<file path="src/rtl/bitmap_contiguous_block_allocator_macros.svh">
// Assertion helpers for the block allocator.
`ifndef BITMAP_CONTIGUOUS_BLOCK_ALLOCATOR_MACROS_SVH
`define BITMAP_CONTIGUOUS_BLOCK_ALLOCATOR_MACROS_SVH

// same-cycle implication, checked outside reset
`define BCBA_ASSERT_NOW(label, ante, cons) \
  label: assert property (@(posedge clk) disable iff (rst) (ante) |-> (cons)) \
    else $error("bcba: assertion failed");

// next-cycle implication, checked outside reset
`define BCBA_ASSERT_NEXT(label, ante, cons) \
  label: assert property (@(posedge clk) disable iff (rst) (ante) |=> (cons)) \
    else $error("bcba: assertion failed");

`endif

</file>
<file path="src/rtl/bcba_pkg.sv">
package bcba_pkg;

  localparam int WORD_BITS = 32;
  localparam int BIT_W     = $clog2(WORD_BITS);
  localparam int SEG_W     = BIT_W + 1;

  localparam int PTR_W   = 17;
  localparam int BLK_W   = 16;
  localparam int LEN_W   = 17;
  localparam int DELTA_W = 18;
  localparam int REQ_W   = 3;
  localparam int DS_W    = 16;

  localparam int CFG_DW = 32;
  localparam int CFG_AW = 3;

  localparam int DEFAULT_MAX_BLOCKS = 65536;
  localparam logic [PTR_W-1:0] TOTAL_RESET = 17'h10000;

  localparam logic REG_TOTAL = 1'b0;
  localparam logic REG_START = 1'b1;

  localparam logic [REQ_W-1:0] REQ_MARK_USED = 3'd0;
  localparam logic [REQ_W-1:0] REQ_MARK_FREE = 3'd1;
  localparam logic [REQ_W-1:0] REQ_STATUS    = 3'd2;
  localparam logic [REQ_W-1:0] REQ_ALLOC     = 3'd3;
  localparam logic [REQ_W-1:0] REQ_ADJUST    = 3'd4;

  typedef logic [PTR_W-1:0] ptr_t;

  typedef struct packed {
    logic             found;
    logic             hit;
    logic [SEG_W-1:0] len;
  } seg_t;

endpackage

</file>
<file path="src/rtl/bcba_seg.sv">
module bcba_seg (
  input  logic [bcba_pkg::WORD_BITS-1:0] word,
  input  bcba_pkg::ptr_t                 p,
  input  bcba_pkg::ptr_t                 size,
  input  bcba_pkg::ptr_t                 rem,
  input  bcba_pkg::ptr_t                 run,
  input  bcba_pkg::ptr_t                 want,
  output bcba_pkg::seg_t                 res
);
  import bcba_pkg::*;

  logic [BIT_W-1:0]     off;
  logic [SEG_W-1:0]     room;
  logic [SEG_W-1:0]     lim;
  logic [SEG_W-1:0]     f;
  ptr_t                 sp;
  ptr_t                 need;
  logic [WORD_BITS-1:0] u;
  logic [PTR_W:0]       reach;

  // one segment: free stretch from p up to the next used bit, word end,
  // volume end, scan budget or end of the wanted run, whichever comes first
  always_comb begin
    off  = p[BIT_W-1:0];
    room = SEG_W'(WORD_BITS) - {1'b0, off};
    sp   = size - p;
    lim  = room;
    if (sp < PTR_W'(lim)) lim = sp[SEG_W-1:0];
    if (rem < PTR_W'(lim)) lim = rem[SEG_W-1:0];
    u = (word >> off) & ~({WORD_BITS{1'b1}} << lim);
    f = lim;
    for (int i = WORD_BITS - 1; i >= 0; i--) begin
      if (u[i]) f = SEG_W'(i);
    end
    reach     = {1'b0, run} + (PTR_W+1)'(f);
    need      = want - run;
    res.found = (reach >= {1'b0, want});
    res.hit   = !res.found && (u != '0);
    if (res.found) begin
      res.len = need[SEG_W-1:0];
    end else if (res.hit) begin
      res.len = f + SEG_W'(1);
    end else begin
      res.len = lim;
    end
  end

endmodule

</file>
<file path="config.mk">
export PLATFORM = sky130hd
export DESIGN_NAME = bcba_seg
export DESIGN_NICKNAME = d
export VERILOG_FILES = /design/src/rtl/bitmap_contiguous_block_allocator_macros.svh /design/src/rtl/bcba_pkg.sv /design/src/rtl/bcba_seg.sv
export SDC_FILE = /design/constraint.sdc
export NUM_CORES = 1
export LEC_CHECK = 0
export BUFFER_PORTS_ARGS = -buffer_cell sky130_fd_sc_hd__buf_2
export CELL_PAD_IN_SITES_DETAIL_PLACEMENT = 0
export CELL_PAD_IN_SITES_GLOBAL_PLACEMENT = 2
export CORE_AREA = 2 2 136 138
export DETAILED_ROUTE_END_ITERATION = 8
export DIE_AREA = 0 0 138 140
export GPL_TIMING_DRIVEN = 0
export PLACE_DENSITY_LB_ADDON = 0.3
export SYNTH_ARGS = -nofsm -noshare
export SYNTH_HDL_FRONTEND = slang
export SYNTH_SLANG_ARGS = --single-unit
</file>
<file path="constraint.sdc">
create_clock -name vclk -period 40.3
set_input_delay 6.045 -clock vclk [all_inputs]
set_output_delay 6.045 -clock vclk [all_outputs]
set_load 0.005 [all_outputs]
</file>
== After elaboration in Yosys (flattened, before gate mapping) ==
Index checks and enable logic that the tools add are counted.

* Shifts and indexed selects: 2
* $lt $le $gt $ge: 3
* Bitwise gates (word level): 2
* Reductions and logical operators: 3
* Muxes and demuxes: 36
* Add/subtract/negate cells: 5

{| class="wikitable"
|+ Operators by type and width
! operator !! number
|-
| $mux W6 || 36
|-
| $lt A17 B6 Y1 || 2
|-
| $and A32 B32 Y32 || 1
|-
| $not A32 Y32 || 1
|-
| $reduce_bool A32 Y1 || 1
|-
| $shl A32 B6 Y32 const A || 1
|-
| $shr A32 B5 Y32 || 1
|-
| $add A17 B6 Y18 || 1
|-
| $ge A18 B17 Y1 || 1
|-
| $sub A17 B17 Y17 || 1
|-
| $add A6 B1 Y6 const B || 1
|-
| $sub A6 B5 Y6 const A || 1
|-
| $sub A6 B6 Y6 || 1
|-
| $logic_and A1 B1 Y1 || 1
|-
| $logic_not A1 Y1 || 1
|}

* Bits in registers: 0
* Word-level logic and storage cells: 51

== Logic depth before layout (Yosys ltp) ==
* Depth after elaboration: 46
* Mapped depth: 60

== Least setup slack after synthesis ==
Ideal clock, no wire load.

* Path kind: in2out
* Start point: input port p[1]
* End point: output port res[3] (netlist name)
* Required time: 34.255 ns
* Stages: 55
* Buffers on the path: 6
* Setup slack: 17.186 ns
* Arrival: 17.069 ns
* Path through: clkbuf_1 clkbuf_1 clkbuf_1 inv_1 ha_1 nor2b_1 o2111ai_1 nand2_1 xnor2_1 inv_1 ha_1 a311o_1 nand3b_1 nor2_1 o2111a_2 nor4b_4 buf_4 buf_6 (+19 left out) fa_1 inv_1 ha_1 a21o_1 a21o_1 a21o_1 a21o_1 a21o_1 a21o_1 a21o_1 a211o_1 a21oi_1 o21ai_0 a31oi_1 o211ai_1 nor2_1 or4b_1 nand3_1

{| class="wikitable"
|+ RTL lines
! what !! line !! source
|-
| start: declaration || bcba_seg.sv:3 || <nowiki>input bcba_pkg::ptr_t p,</nowiki>
|-
| end: declaration || bcba_seg.sv:8 || <nowiki>output bcba_pkg::seg_t res</nowiki>
|}

==> flow_summary.toml <==
[worst_setup_path]
worst_setup_path_start_kind = "primary input"
cp_data_arrival_time_ns = 20.45
slowest_stage = "a211oi_1"
crit_start = "p[1]"
cp-end-kind = "primary output"
cp.required_ns = 34.26
cpMostUsedCell = "a21o_1"
critPathMaxFanout = 10
slowest_delay_ns = 0.92
worstSetupPathType = "primary input to primary output"

[cells_and_area]
post_route_cells_drive_above_1_share_pct = 19.0
nClkBuffers = 0
fill_cells = 1990
diodes = 0
seqCellArea_um2 = 0
nets = 1208
flops_and_latches = 0
final_util_pct = 39.9
area_growth_pct = 14.6
multi_input_area_um2 = 5720

[die]
core-area_um2 = 17800
initial_core_util_pct = 34.8
fp-row-count = 49
die_h_um = 140
io_pins = 125
fp.dieW_um = 138
dieArea_um2 = 19300

[sta]
grt_setup_unrepaired = "false"
finalSetupTns_ns = 0
setup_viol_count_final = 0
slew_headroom_pct = 25.2
finalCritPeriodShare_pct = 65.7
fmax_ghz = 0.0377
hold_violations = 0
drv_slew = 0
min_period_ns = 26.50
tightestPinTransition_ns = 1.11

[power]
swShare_pct = 60.2
power_density_nw_per_um2 = 15.2
peakVddDrop_v = 0.00000624
p_int_mw = 0.0429
pwr-share-comb_pct = 100.0
clock_power_share_pct = 0
p_switching_mw = 0.0650
p_seq_share_pct = 0
cellLeakagePower_nw = 3.23

[worst_hold_path]
min_delay_path_depth = 4
hp-class = "primary input to primary output"
hp-start = "run[1]"

[synth]
yosysTopAreaCellShare_pct = 11.5
synth_cells = 906
yosys_warnings = 0
synth.distinct_cells = 96
syn_area_per_cell_um2 = 6.83
synth_common_cells = "nand2_1, nor2_1, a21oi_1, inv_1, ha_1"
syn_area_um2 = 6190
ys_seq_area_share_pct = 0
yosysTopAreaCell = "ha_1"
synth.most_common_cell = "nand2_1"
synthTopCellsByArea = "ha_1, nand2_1, a21oi_1, mux2i_1, nor2_1"
synthesis.nets = 1083

[routing]
dr.pass1.iters = 6
vias = 7263
viasPerCell = 5.77
antenna_left = 0
drt-wirelength-per-cell_um = 18.4
drtIter0Drc = 706
drcViolationCount = 0
routed_wl_um = 23200

[global_routing]
grt_use_total_pct = 22.9
grt_pass1_vias = 6854
antenna_found_initial = 0
globalRouteOverflowTotal = 0
grt_max_degree = 11
grt_pass1_wl_um = 36600

[placed_design]
hpwl_um = 19700
place.gp.congestion = 0.946
numPortBuffers = 123

[outcome]
status = "complete, no violations"

[flow_run]
maxCapViolations = 0

[clock_tree]
postCtsSetupRepairBufs = 0
hold_buffers = 0
post_cts_resized = 0
[logic make-up after synthesis]
group | Yosys count | synth area share (%)
compound gates | 330 | 38.0
fa+ha+maj | 60 | 12.5
simple gates | 307 | 24.4
buf+inv | 112 | 7.66
xor+xnor | 37 | 5.24
mux | 60 | 12.2
[routing by layer]
layer / part of all wire [%] / vias up / GRT usage (%) / wire, um
li1: - / 3656 / - / -
met2: 48 / 216 / 40.0 / 11200
met3: 4.6 / 30 / 1.47 / 1070
met1: 45 / 3361 / 31.1 / 10500
met4: 2.0 / 0 / 4.56 / 469
met5: 0 / - / 0 / 0
[power by group through the flow]
stage	clock [mW]	combinational (mW)	sequential, mW
floorplan	0	0.0750	0
global placement	0	0.107	0
detailed placement	0	0.107	0
CTS	0	0.107	0
global route	0	0.120	0
finish	0	0.108	0
[cell type report]
class              count  share of cell area (%)
multi-input cells    794                    80.6
repair buffers       123                    8.68
well taps            229                    4.04
inverters             70                    3.71
plain buffers         42                    2.98
[worst paths after layout]
check / slack (ns) / to
worst min-delay path: 12.56 / res[1]
worst max-delay path: 13.80 / res[3]
[layout by cell type, fill, tap and decap left out, types with 13 or more instances in the layout]
master      n
o211ai_1   18
a21oi_1    74
nand3_1    28
xnor2_1    26
clkbuf_1   27
inv_1      67
buf_2     126
nor2_1     79
a211oi_1   21
a21o_1     35
o21ai_0    53
mux2_2     13
nand2_1   106
mux2i_1    36
and2_1     15
ha_1       57
[worst max-delay path, delay by kind of cell]
kind	cells	cell delay [ns]
adder cells (fa/ha/maj)	6	1.77
AND/OR/NAND/NOR	11	2.37
XOR/XNOR	1	0.36
buffers and inverters	12	2.77
AO/OA/AOI/OAI	26	6.91
multiplexers	1	0.19
[per-stage QoR]
step	worst slack, ns	cells	power (mW)	hold WS [ns]	cell area (um2)
detailed placement	13.91	1258	0.107	12.55	7090
global route	12.69	1258	0.120	12.60	7090
finish	13.80	1258	0.108	12.56	7090
global placement	13.80	1258	0.107	12.56	7090
CTS	13.85	1258	0.107	12.56	7090
floorplan	17.19	906	0.0750	12.29	6190
No activity file was read; power rests on OpenSTA's default activity.
